===== config.mk =====
export PLATFORM = sky130hd
export DESIGN_NAME = bgt_eval
export DESIGN_NICKNAME = d
export VERILOG_FILES = /design/src/hw/rtl/bgt_pkg.sv /design/src/hw/rtl/bgt_eval.sv
export SDC_FILE = /design/constraint.sdc
export NUM_CORES = 1
export LEC_CHECK = 0
export BUFFER_PORTS_ARGS = -buffer_cell sky130_fd_sc_hd__buf_2
export CORE_AREA = 3 3 40 42
export DETAILED_ROUTE_END_ITERATION = 10
export DIE_AREA = 0 0 43 45
export PLACE_DENSITY = 0.82
export SYNTH_ARGS = -nofsm -noshare
export SYNTH_HDL_FRONTEND = slang
export SYNTH_SLANG_ARGS = --single-unit
export TNS_END_PERCENT = 30

===== constraint.sdc =====
create_clock -name vclk -period 9.44
set_input_delay 2.832 -clock vclk [all_inputs]
set_output_delay 2.832 -clock vclk [all_outputs]
set_load 0.05 [all_outputs]

===== src/hw/rtl/bgt_pkg.sv =====
// Package with the shared types, constants and helper functions of the grid thinning block.
`default_nettype none
package bgt_pkg;

    localparam int DEF_MAX_COLS = 256;
    localparam int DEF_MAX_ROWS = 256;

    localparam logic [1:0] CMD_LOAD = 2'd0;
    localparam logic [1:0] CMD_RUN  = 2'd1;
    localparam logic [1:0] CMD_READ = 2'd2;

    localparam logic [2:0] CFG_METHOD    = 3'd0;
    localparam logic [2:0] CFG_COMPARE   = 3'd1;
    localparam logic [2:0] CFG_THRESHOLD = 3'd2;
    localparam logic [2:0] CFG_COLS      = 3'd3;
    localparam logic [2:0] CFG_ROWS      = 3'd4;

    localparam logic [1:0] CLASS_BACK = 2'd0;
    localparam logic [1:0] CLASS_FORE = 2'd1;
    localparam logic [1:0] CLASS_SKEL = 2'd2;

    localparam logic [7:0] TMPL_OFF [8] = '{8'h83, 8'h07, 8'h0E, 8'h1C,
                                            8'h38, 8'h70, 8'hE0, 8'hC1};
    localparam logic [7:0] TMPL_ON  [8] = '{8'h38, 8'h50, 8'hE0, 8'h41,
                                            8'h83, 8'h05, 8'h0E, 8'h14};

    typedef struct packed {
        logic [1:0]         cmd;
        logic [15:0]        cell_index;
        logic signed [15:0] sample;
    } t_in_item;

    typedef struct packed {
        logic [1:0]  cell_class;
        logic [15:0] rounds;
        logic [1:0]  cmd_echo;
    } t_out_item;

    typedef struct packed {
        logic       method;
        logic       crossing_phase;
        logic [2:0] dir;
        logic       center;
        logic       center_cross1;
        logic [7:0] nb;
        logic [7:0] cross1;
    } t_eval_in;

    typedef struct packed {
        logic       remove;
        logic [2:0] crossings;
    } t_eval_out;

    function automatic logic [3:0] popcount8(input logic [7:0] v);
        logic [3:0] k;
        k = '0;
        for (int i = 0; i < 8; i++) begin
            k = k + 4'(v[i]);
        end
        return k;
    endfunction

    function automatic logic [3:0] crossing_count(input logic [7:0] v);
        logic [3:0] n;
        n = '0;
        for (int i = 0; i < 8; i++) begin
            n = n + 4'(!v[(i + 7) % 8] && v[i]);
        end
        return n;
    endfunction

    function automatic logic hilditch_ok(input logic [7:0] nb, input logic [7:0] c1,
                                         input logic [2:0] d0);
        logic [2:0] d2;
        logic [2:0] d4;
        logic [2:0] d6;
        logic       ok;
        d2 = d0 + 3'd2;
        d4 = d0 + 3'd4;
        d6 = d0 + 3'd6;
        ok = 1'b1;
        if ((nb[d0] || nb[d2] || nb[d6]) && c1[d0]) ok = 1'b0;
        if ((nb[d0] || nb[d2] || nb[d4]) && c1[d2]) ok = 1'b0;
        return ok;
    endfunction

endpackage
`default_nettype wire


===== src/hw/rtl/bgt_eval.sv =====
// Per-cell decision logic: template removal, Hilditch removal and crossing number.
`default_nettype none
module bgt_eval (
    input  wire bgt_pkg::t_eval_in  i_eval,
    output bgt_pkg::t_eval_out      o_eval
);

    logic [3:0] k;
    logic [3:0] xn;
    logic       tmpl_rm;
    logic       hil_rm;

    always_comb begin
        k  = bgt_pkg::popcount8(i_eval.nb);
        xn = bgt_pkg::crossing_count(i_eval.nb);
        tmpl_rm = i_eval.center && (k > 4'd1) && (k < 4'd6)
            && ((i_eval.nb & bgt_pkg::TMPL_OFF[i_eval.dir]) == 8'h00)
            && ((i_eval.nb & bgt_pkg::TMPL_ON[i_eval.dir]) == bgt_pkg::TMPL_ON[i_eval.dir]);
        hil_rm = i_eval.center && (k >= 4'd2) && (k <= 4'd6) && i_eval.center_cross1
            && (bgt_pkg::hilditch_ok(i_eval.nb, i_eval.cross1, 3'd0)
             || bgt_pkg::hilditch_ok(i_eval.nb, i_eval.cross1, 3'd2)
             || bgt_pkg::hilditch_ok(i_eval.nb, i_eval.cross1, 3'd4)
             || bgt_pkg::hilditch_ok(i_eval.nb, i_eval.cross1, 3'd6));
        if (i_eval.method) begin
            o_eval.remove = !i_eval.crossing_phase && hil_rm;
        end else begin
            o_eval.remove = tmpl_rm;
        end
        o_eval.crossings = i_eval.center ? xn[2:0] : 3'd0;
    end

endmodule
`default_nettype wire


## Word-level counts from Yosys, hierarchy flattened

Memories as Yosys holds them, arrays and structs flattened.
Cells that the tools add are included.
W data, S select, Z words.

- Bits of input ports: 23
- Flip-flop bits (word level): 0
- Output and inout port bits: 4
- Memory bits (read-only): 128
- Memories kept: 2

Memories:

| name | words | width | read ports | clocked after memory_dff | write ports | RTL line | RTL |
|---|---|---|---|---|---|---|---|
| (no name shown) | 8 | 8 | 1 | 0 | 0 | bgt_eval.sv:18 | `&& ((i_eval.nb & bgt_pkg::TMPL_ON[i_eval.dir]) == bgt_pkg::TMPL_ON[i_eval.dir]);` |
| (no name shown) | 8 | 8 | 1 | 0 | 0 | bgt_eval.sv:17 | `&& ((i_eval.nb & bgt_pkg::TMPL_OFF[i_eval.dir]) == 8'h00)` |

- Reductions and logical operators: 50
- Multiplexer cells: 14
- $lt $le $gt $ge: 5
- Equality and inequality tests: 1
- Add/subtract/negate cells: 14
- Bitwise operators: 3

Operators with widths:

| kind | count |
|---|---|
| $mux W8 | 4 |
| $logic_and A1 B1 Y1 | 25 |
| $add A4 B1 Y4 | 4 |
| $and A8 B8 Y8 | 2 |
| $add A3 B1 Y3 | 5 |
| $logic_or A1 B1 Y1 | 15 |
| $logic_not A1 Y1 | 9 |
| $mux W1 | 9 |
| $eq A8 B8 Y1 | 1 |
| $logic_not A8 Y1 | 1 |
| $add A2 B1 Y3 | 2 |
| $add A1 B1 Y2 | 2 |
| $add A3 B1 Y4 | 1 |
| $ge A4 B2 Y1 const B | 1 |
| $ge A4 B4 Y1 const B | 1 |
| $gt A4 B1 Y1 const B | 1 |
| $le A4 B3 Y1 const B | 1 |
| $lt A4 B3 Y1 const B | 1 |
| $not A3 Y4 | 1 |
| $mux W3 | 1 |

## Logic depth before layout (Yosys ltp)

Gate-level depths: netlist of the first run.

- Depth after elaboration: 14
- Mapped depth: 13

## Least setup slack after synthesis of the first run

Ideal clock, no wire load.

- Path type: input-to-output
- Start: input i_eval[8] (netlist bit)
- End: output o_eval[3] (netlist bit)
- Data arrival time: 5.880 ns
- Cell stages on the path: 11
- Setup slack: 0.728 ns
- Cells stage by stage: inv_2 -> fa_1 -> fa_1 -> fa_1 -> inv_1 -> ha_1 -> inv_1 -> fa_1 -> a221oi_1 -> nand2_1 -> o21ai_2

RTL lines:

| what | RTL line | RTL |
|---|---|---|
| start, declared | bgt_eval.sv:4 | `input wire bgt_pkg::t_eval_in i_eval,` |
| end, declared | bgt_eval.sv:5 | `output bgt_pkg::t_eval_out o_eval` |

==> results of run 1 <==
-- area by class of cell --
| class | count | area share (%) |
|---|---|---|
| multi-input combinational | 68 | 73.6 |
| timing repair buffer | 23 | 14.8 |
| inverter | 19 | 9.18 |
| tap | 15 | 2.42 |
-- power breakdown --
| group | switching (mW) | internal (mW) | total, mW | leakage (nW) |
|---|---|---|---|---|
| Clock | 0 | 0 | 0 | 0 |
| Combinational | 0.0382 | 0.0245 | 0.0626 | 0.412 |
| Sequential | 0 | 0 | 0 | 0 |
-- logic make-up (layout without fill, tap and decap cells) --
group,after synthesis,in the layout
and+or+nand+nor,34,34
buffers and inverters,22,42
AOI/OAI and AO/OA,17,17
adders and majority gates,14,14
xor gates and xnor gates,2,2
muxes,1,1
-- critical path, cell delays in order --
cell and delay (ns):
sky130_fd_sc_hd__buf_2 0.13, sky130_fd_sc_hd__inv_2 0.09, sky130_fd_sc_hd__fa_1 0.56, sky130_fd_sc_hd__fa_1 0.42, sky130_fd_sc_hd__fa_1 0.45, sky130_fd_sc_hd__inv_1 0.07, sky130_fd_sc_hd__ha_1 0.16, sky130_fd_sc_hd__inv_1 0.05
sky130_fd_sc_hd__fa_1 0.38, sky130_fd_sc_hd__xor2_1 0.17, sky130_fd_sc_hd__a221oi_1 0.37, sky130_fd_sc_hd__nand4_1 0.17, sky130_fd_sc_hd__o21ai_2 0.08, sky130_fd_sc_hd__buf_2 0.27
-- worst paths after layout --
check / startpoint / to / slack (ns) / cells after the start
max: i_eval[8] / o_eval[3] / 0.41 / 14
min: i_eval[17] / o_eval[2] / 6.08 / 4
-- routing by layer --
| layer | vias up | GRT usage, % | share of wire [%] |
|---|---|---|---|
| li1 | 349 | - | - |
| met1 | 331 | 21.8 | 45 |
| met2 | 13 | 26.9 | 50 |
| met3 | 0 | 0.398 | 4.9 |
| met4 | 0 | 1.20 | 0 |
| met5 | - | 0 | 0 |
-- cell usage in the layout (no fill, tap or decap), types with 2 or more instances in the layout --
master,instances
sky130_fd_sc_hd__a311o_1,2
sky130_fd_sc_hd__nor3_1,3
sky130_fd_sc_hd__o21ai_0,3
sky130_fd_sc_hd__nand3_1,2
sky130_fd_sc_hd__ha_1,7
sky130_fd_sc_hd__o211ai_1,2
sky130_fd_sc_hd__nor2b_1,2
sky130_fd_sc_hd__buf_2,23
sky130_fd_sc_hd__nand4_1,2
sky130_fd_sc_hd__nor2_1,4
sky130_fd_sc_hd__fa_1,7
sky130_fd_sc_hd__nor3b_1,2
sky130_fd_sc_hd__inv_1,16
sky130_fd_sc_hd__a311oi_1,2
sky130_fd_sc_hd__nand2b_1,3
sky130_fd_sc_hd__nor4b_1,2
sky130_fd_sc_hd__nand2_1,11
sky130_fd_sc_hd__and2_1,2
sky130_fd_sc_hd__inv_2,3
-- stage by stage --
stage	utilization, %	hold WS (ns)
after detailed placement	60.5	6.09
final	60.5	6.08
after global placement	60.5	6.08
after global routing	60.5	6.10
after CTS	60.5	6.09
after floorplan	-	5.90
==> flow_metrics.env, run 1 <==
export IMPL_detailed_place_hpwl_mm=1.25
export IMPL_ios=27
export IMPL_cap_viol_max_count=0
export IMPL_required_time_of_the_critical_path_ns=6.61
export IMPL_static_leakage_power_nw=0.412
export IMPL_power_density_nw_per_um2=80.6
export IMPL_post_synth_most_frequent_cells="16 x sky130_fd_sc_hd__inv_1, 11 x sky130_fd_sc_hd__nand2_1, 7 x sky130_fd_sc_hd__fa_1, 7 x sky130_fd_sc_hd__ha_1, 4 x sky130_fd_sc_hd__nor2_1"
export IMPL_finish_cell_count_without_fillers=125
export IMPL_synth_net_count=127
export IMPL_core_um2=1280
export IMPL_n_fill_cell=124
export IMPL_timing_worst_slew_pin_value_ns=0.383
export IMPL_timing_final_max_slew_violations=0
export IMPL_yosys_area_share_xor_xnor_pct=2.65
export IMPL_grt_start_max_net_pins=14
export IMPL_yosysWarningCount=0
export IMPL_place_ws_ns=0.373
export IMPL_die_span_in_x_um=43
export IMPL_detailroute_via_count=693
export IMPL_synth_largest_area_cell="sky130_fd_sc_hd__fa_1"
export IMPL_synth_top_cell_area_share_pct=21.2
export IMPL_gp_routability_congestion=0.855
export IMPL_grt_setup_unrepaired="no"
export IMPL_ys_top_cells_by_area="sky130_fd_sc_hd__fa_1 21%, sky130_fd_sc_hd__ha_1 13%, sky130_fd_sc_hd__inv_1 9.1%"
export IMPL_crit_fanout=6
export IMPL_vias_in_the_first_global_route=615
export IMPL_area_of_the_multi_input_gates_um2=572
export IMPL_nets=149
export IMPL_clkbuf_count=0
export IMPL_worst_setup_start_kind="input pin"
export IMPL_finalPower_uw=62.6
export IMPL_combinational_family_with_the_most_area_after_synthesis="adder cells"
export IMPL_post_synth_inst_count=90
export IMPL_ir_drop_v=0.0000563
export IMPL_grt_total_usage_pct=15.2
export IMPL_hold_path_class="in -> out"
export IMPL_most_repeated_cell_in_the_gate_level_netlist_after_synthesis="sky130_fd_sc_hd__inv_1"
export IMPL_finalHoldViolations=0
export IMPL_flow_area_growth_from_synthesis_pct=17.6
export IMPL_seq_cells=0
export IMPL_port_buffers=23
export IMPL_tns_ns=0
export IMPL_timing_final_ws_setup_ns=0.414
export IMPL_critPathArrivalTime_ns=6.19
export IMPL_status="completed"
export IMPL_min_period_ns=9.03
export IMPL_antenna_found_initial=0
export IMPL_antenna_diode_count=0
export IMPL_finish_instance_area_um2=777
export IMPL_synth_simple_area_share_pct=26.7
export IMPL_placed_cells=125
export IMPL_postCtsSetupRepairBufs=0
export IMPL_yosys_mux_area_fraction_pct=1.52
export IMPL_grt_first_pass_wirelength_mm=2.42
export IMPL_drt_iter0_drc=6
export IMPL_finalSetupViolations=0
export IMPL_start_util_pct=51.4
export IMPL_synthesis_area_um2=661
export IMPL_cts_hold_fix_buffers=0
export IMPL_avg_wl_per_cell_um=11.3
export IMPL_cts_resizes=0
export IMPL_synth_adder_area_share_pct=34.5
export IMPL_die_height_um=45
export IMPL_avgSynthCellArea_um2=7.34
export IMPL_critical_path_class="in -> out"
export IMPL_synth_sequential_area_ratio_pct=0
export IMPL_detail_route_drc_violations=0
export IMPL_layout_drive_gt1_share_pct=25.5
export IMPL_vias_per_cell=5.54
export IMPL_die_area_um2=1940
export IMPL_route_final_wire_length_mm=1.42
export IMPL_placementRows=13
export IMPL_ff_latch_area_um2=0
export IMPL_fmaxAchievable_mhz=111
export IMPL_grt_overflow_total=0
export IMPL_synth_compound_area_share_pct=21.2
export IMPL_detail_route_first_pass_iterations=3
export IMPL_yosysUniqueCellTypes=32
export IMPL_placedInstanceArea_um2=777
export IMPL_drt_antenna_net_count=0
export IMPL_end_kind="output port"
export IMPL_slew_headroom_pct=74.5
export IMPL_finalCritPeriodShare_pct=95.6
Power figures use the tool's default switching activity.
==> run 2, diff against run 1 <==
- CORE_AREA: 3 3 40 42 -> not set
- CORE_ASPECT_RATIO: not set -> 0.75
- CORE_MARGIN: not set -> 3
- CORE_UTILIZATION: not set -> 30
- DIE_AREA: 0 0 43 45 -> not set
- PLACE_DENSITY: 0.82 -> not set
==> flow_metrics.env, run 2 (synthesized netlist as in run 1, its figures left out) <==
export IMPL_grt_start_max_net_pins=14
export IMPL_end_kind="output port"
export IMPL_whs_path_depth=4
export IMPL_status="completed"
export IMPL_vias_in_the_first_global_route=564
export IMPL_leading_cell_type_in_the_layout_fill_and_taps_excluded="sky130_fd_sc_hd__buf_2"
export IMPL_core_um2=2050
export IMPL_antenna_diode_count=0
export IMPL_critical_path_class="in -> out"
export IMPL_power_density_nw_per_um2=79.2
export IMPL_drt_antenna_net_count=0
export IMPL_layout_drive_gt1_share_pct=25.5
export IMPL_grt_first_pass_wirelength_mm=2.38
export IMPL_worst_hold_path_endpoint="o_eval[2]"
export IMPL_layout_cells_most_common_list="23 x sky130_fd_sc_hd__buf_2, 16 x sky130_fd_sc_hd__inv_1, 11 x sky130_fd_sc_hd__nand2_1, 7 x sky130_fd_sc_hd__fa_1, 7 x sky130_fd_sc_hd__ha_1"
export IMPL_placed_cells=134
export IMPL_timing_final_max_slew_violations=0
export IMPL_required_time_of_the_critical_path_ns=6.61
export IMPL_timing_worst_slew_pin_value_ns=0.358
export IMPL_nets=149
export IMPL_start_util_pct=32.2
export IMPL_tns_ns=0
export IMPL_timing_final_ws_setup_ns=0.496
export IMPL_n_fill_cell=225
export IMPL_ios=27
export IMPL_place_ws_ns=0.453
export IMPL_cap_viol_max_count=0
export IMPL_postCtsSetupRepairBufs=0
export IMPL_placedInstanceArea_um2=788
export IMPL_die_span_in_x_um=60.2
export IMPL_avg_wl_per_cell_um=11.5
export IMPL_fmaxAchievable_mhz=112
export IMPL_worstHoldStart="i_eval[17]"
export IMPL_drt_iter0_drc=25
export IMPL_utilization_pct=38.5
export IMPL_detailroute_via_count=687
export IMPL_finish_cell_count_without_fillers=134
export IMPL_die_area_um2=2810
export IMPL_gp_routability_congestion=0.832
export IMPL_grt_setup_unrepaired="no"
export IMPL_slew_headroom_pct=76.1
export IMPL_port_buffers=23
export IMPL_cts_hold_fix_buffers=0
export IMPL_grt_overflow_total=0
export IMPL_critPathArrivalTime_ns=6.11
export IMPL_ff_latch_area_um2=0
export IMPL_seq_cells=0
export IMPL_finalHoldViolations=0
export IMPL_min_period_ns=8.94
export IMPL_hold_path_class="in -> out"
export IMPL_detail_route_drc_violations=0
export IMPL_grt_total_usage_pct=10.7
export IMPL_detailed_place_hpwl_mm=1.37
export IMPL_detail_route_first_pass_iterations=4
export IMPL_finalSetupViolations=0
export IMPL_route_final_wire_length_mm=1.54
export IMPL_finalCritPeriodShare_pct=94.7
export IMPL_crit_fanout=6
export IMPL_cts_resizes=0
export IMPL_die_height_um=46.6
export IMPL_flow_area_growth_from_synthesis_pct=19.3
export IMPL_vias_per_cell=5.13
export IMPL_clkbuf_count=0
export IMPL_finish_instance_area_um2=788
export IMPL_ir_drop_v=0.0000447
export IMPL_placementRows=14
export IMPL_worst_setup_start_kind="input pin"
export IMPL_antenna_found_initial=0
export IMPL_static_leakage_power_nw=0.412
==> run 2: cell counts in the layout (fill, tap and decap cells not counted) <==
Identical to the previous run, type by type.
==> run 2: stage by stage <==
stage                     total power [mW]  hold WS [ns]
after floorplan                     0.0474          5.90
after global placement              0.0616          6.09
after detailed placement            0.0637          6.10
after CTS                           0.0639          6.10
after global routing                0.0708          6.12
final                               0.0624          6.09
==> run 2: how the worst max path moves through the flow <==
| stage | startpoint | end | cells after the start |
|---|---|---|---|
| after floorplan | i_eval[8] | o_eval[3] | 11 |
| after global placement | i_eval[8] | o_eval[3] | 13 |
| after detailed placement | i_eval[8] | o_eval[3] | 14 |
| after CTS | i_eval[8] | o_eval[3] | 13 |
| after global routing | i_eval[8] | o_eval[3] | 15 |
| final | i_eval[8] | o_eval[3] | 13 |
==> run 2: worst max-delay path: stages <==
cell and delay (ns):
sky130_fd_sc_hd__buf_2 0.14, sky130_fd_sc_hd__inv_2 0.09, sky130_fd_sc_hd__fa_1 0.55, sky130_fd_sc_hd__fa_1 0.42
sky130_fd_sc_hd__fa_1 0.49, sky130_fd_sc_hd__inv_1 0.04, sky130_fd_sc_hd__ha_1 0.18, sky130_fd_sc_hd__inv_1 0.06
sky130_fd_sc_hd__fa_1 0.43, sky130_fd_sc_hd__a221oi_1 0.38, sky130_fd_sc_hd__nand4_1 0.15, sky130_fd_sc_hd__o21ai_2 0.08
sky130_fd_sc_hd__buf_2 0.27
==> run 2: report_power, final <==
part / leakage, nW / switching, mW / internal [mW]
Clock: 0 / 0 / 0
Combinational: 0.412 / 0.0382 / 0.0242
Sequential: 0 / 0 / 0
Total: 0.412 / 0.0382 / 0.0242
==> run 2: layout make-up <==
type,count,area (µm²),area share (%)
timing repair buffer,23,115,14.6
inverter,19,71.3,9.05
multi-input combinational,68,572,72.5
tap,24,30.0,3.81
==> run 2: layer usage <==
metal | GRT usage, % | up-vias | wire (µm)
li1 | - | 350 | -
met1 | 16.4 | 320 | 785
met2 | 17.9 | 17 | 674
met3 | 0 | 0 | 77
met4 | 0 | 0 | 0
met5 | 0 | - | 0
==> run 3, diff against run 2 <==
- BUFFER_PORTS_ARGS: -buffer_cell sky130_fd_sc_hd__buf_2 -> -buffer_cell sky130_fd_sc_hd__buf_4
- CELL_PAD_IN_SITES_DETAIL_PLACEMENT: not set -> 0
- CELL_PAD_IN_SITES_GLOBAL_PLACEMENT: not set -> 2
- CORE_UTILIZATION: 30 -> 27
- PLACE_DENSITY_LB_ADDON: not set -> 0.1
==> flow_metrics.env, run 3 (synthesized netlist as in run 1, its figures left out) <==
export IMPL_status="completed"
export IMPL_die_span_in_x_um=63.1
export IMPL_clkbuf_count=0
export IMPL_ir_drop_v=0.0000382
export IMPL_layout_cells_most_common_list="23 x sky130_fd_sc_hd__buf_4, 16 x sky130_fd_sc_hd__inv_1, 11 x sky130_fd_sc_hd__nand2_1, 7 x sky130_fd_sc_hd__fa_1, 7 x sky130_fd_sc_hd__ha_1"
export IMPL_core_um2=2150
export IMPL_end_kind="output port"
export IMPL_detail_route_drc_violations=0
export IMPL_static_leakage_power_nw=0.429
export IMPL_power_density_nw_per_um2=78.1
export IMPL_die_area_um2=3080
export IMPL_most_frequent_cell_on_critical_path="sky130_fd_sc_hd__fa_1"
export IMPL_ios=27
export IMPL_antenna_diode_count=0
export IMPL_nets=149
export IMPL_critical_path_class="in -> out"
export IMPL_timing_worst_slew_pin_value_ns=0.380
export IMPL_cpLargestDelayFamily="adder cells"
export IMPL_grt_start_max_net_pins=14
export IMPL_fmaxAchievable_mhz=113
export IMPL_start_util_pct=30.7
export IMPL_cap_viol_max_count=0
export IMPL_avg_wl_per_cell_um=11.6
export IMPL_finalPower_uw=66.8
export IMPL_port_buffers=23
export IMPL_route_final_wire_length_mm=1.65
export IMPL_grt_overflow_total=0
export IMPL_grt_total_usage_pct=10.5
export IMPL_grt_setup_unrepaired="no"
export IMPL_finalSetupViolations=0
export IMPL_timing_final_max_slew_violations=0
export IMPL_finish_instance_area_um2=856
export IMPL_placedInstanceArea_um2=856
export IMPL_detailed_place_hpwl_mm=1.48
export IMPL_n_fill_cell=247
export IMPL_vias_per_cell=4.81
export IMPL_crit_fanout=6
export IMPL_finalHoldViolations=0
export IMPL_ff_latch_area_um2=0
export IMPL_drt_antenna_net_count=0
export IMPL_critPathBufInv=5
export IMPL_detail_route_first_pass_iterations=4
export IMPL_postCtsSetupRepairBufs=0
export IMPL_critical_path_slowest_cell="sky130_fd_sc_hd__fa_1"
export IMPL_min_period_ns=8.89
export IMPL_required_time_of_the_critical_path_ns=6.61
export IMPL_layout_drive_gt1_share_pct=25.5
export IMPL_critPathArrivalTime_ns=6.05
export IMPL_vias_in_the_first_global_route=608
export IMPL_worst_setup_start_kind="input pin"
export IMPL_die_height_um=48.8
export IMPL_leading_cell_type_in_the_layout_fill_and_taps_excluded="sky130_fd_sc_hd__buf_4"
export IMPL_tns_ns=0
export IMPL_cts_hold_fix_buffers=0
export IMPL_grt_first_pass_wirelength_mm=2.79
export IMPL_slew_headroom_pct=74.6
export IMPL_detailroute_via_count=683
export IMPL_finalCritPeriodShare_pct=94.1
export IMPL_gp_routability_congestion=0.728
export IMPL_seq_cells=0
export IMPL_drt_iter0_drc=26
export IMPL_antenna_found_initial=0
export IMPL_placementRows=14
export IMPL_critical_path_max_stage_delay_ns=0.55
export IMPL_sequence_of_cells_on_the_critical_path="buf_4, inv_2, fa_1, fa_1, fa_1, inv_1, ha_1, inv_1, fa_1, xor2_1, a221oi_1, nand4_1, o21ai_2, buf_4"
export IMPL_hold_path_class="in -> out"
export IMPL_cts_resizes=0
export IMPL_flow_area_growth_from_synthesis_pct=29.5
[run 3: power by group]
group / leakage [nW] / internal [mW] / switching [mW]
combinational: 0.429 / 0.0283 / 0.0386
clock: 0 / 0 / 0
sequential: 0 / 0 / 0
total: 0.429 / 0.0283 / 0.0386
[run 3: final cells by class]
class                      count  area (µm²)  share of cell area [%]
multi-input combinational     68         572                    66.8
timing repair buffer          23         173                    20.2
inverter                      19        71.3                    8.33
tap                           32        40.0                    4.68
[run 3: worst paths after layout]
kind              startpoint   endpoint  cells after the start
hold / removal    i_eval[17]  o_eval[1]                      3
setup / recovery   i_eval[8]  o_eval[3]                     14
[run 3: layer usage]
layer,global-route usage (%),wire length (µm),up-vias
li1,-,-,347
met3,0.691,137,0
met1,16.4,840,311
met2,16.6,669,25
met4,0,0,0
met5,0,0,-
[run 3: per-stage QoR]
| step | util [%] | hold slack [ns] | std cells | worst slack [ns] |
|---|---|---|---|---|
| finish | 39.7 | 6.05 | 142 | 0.553 |
| global route | 39.7 | 6.07 | 142 | 0.356 |
| CTS | 39.7 | 6.05 | 142 | 0.518 |
| detailed placement | 39.7 | 6.05 | 142 | 0.514 |
| global placement | 39.7 | 6.04 | 142 | 0.519 |
| floorplan | - | 5.90 | 90 | 0.728 |
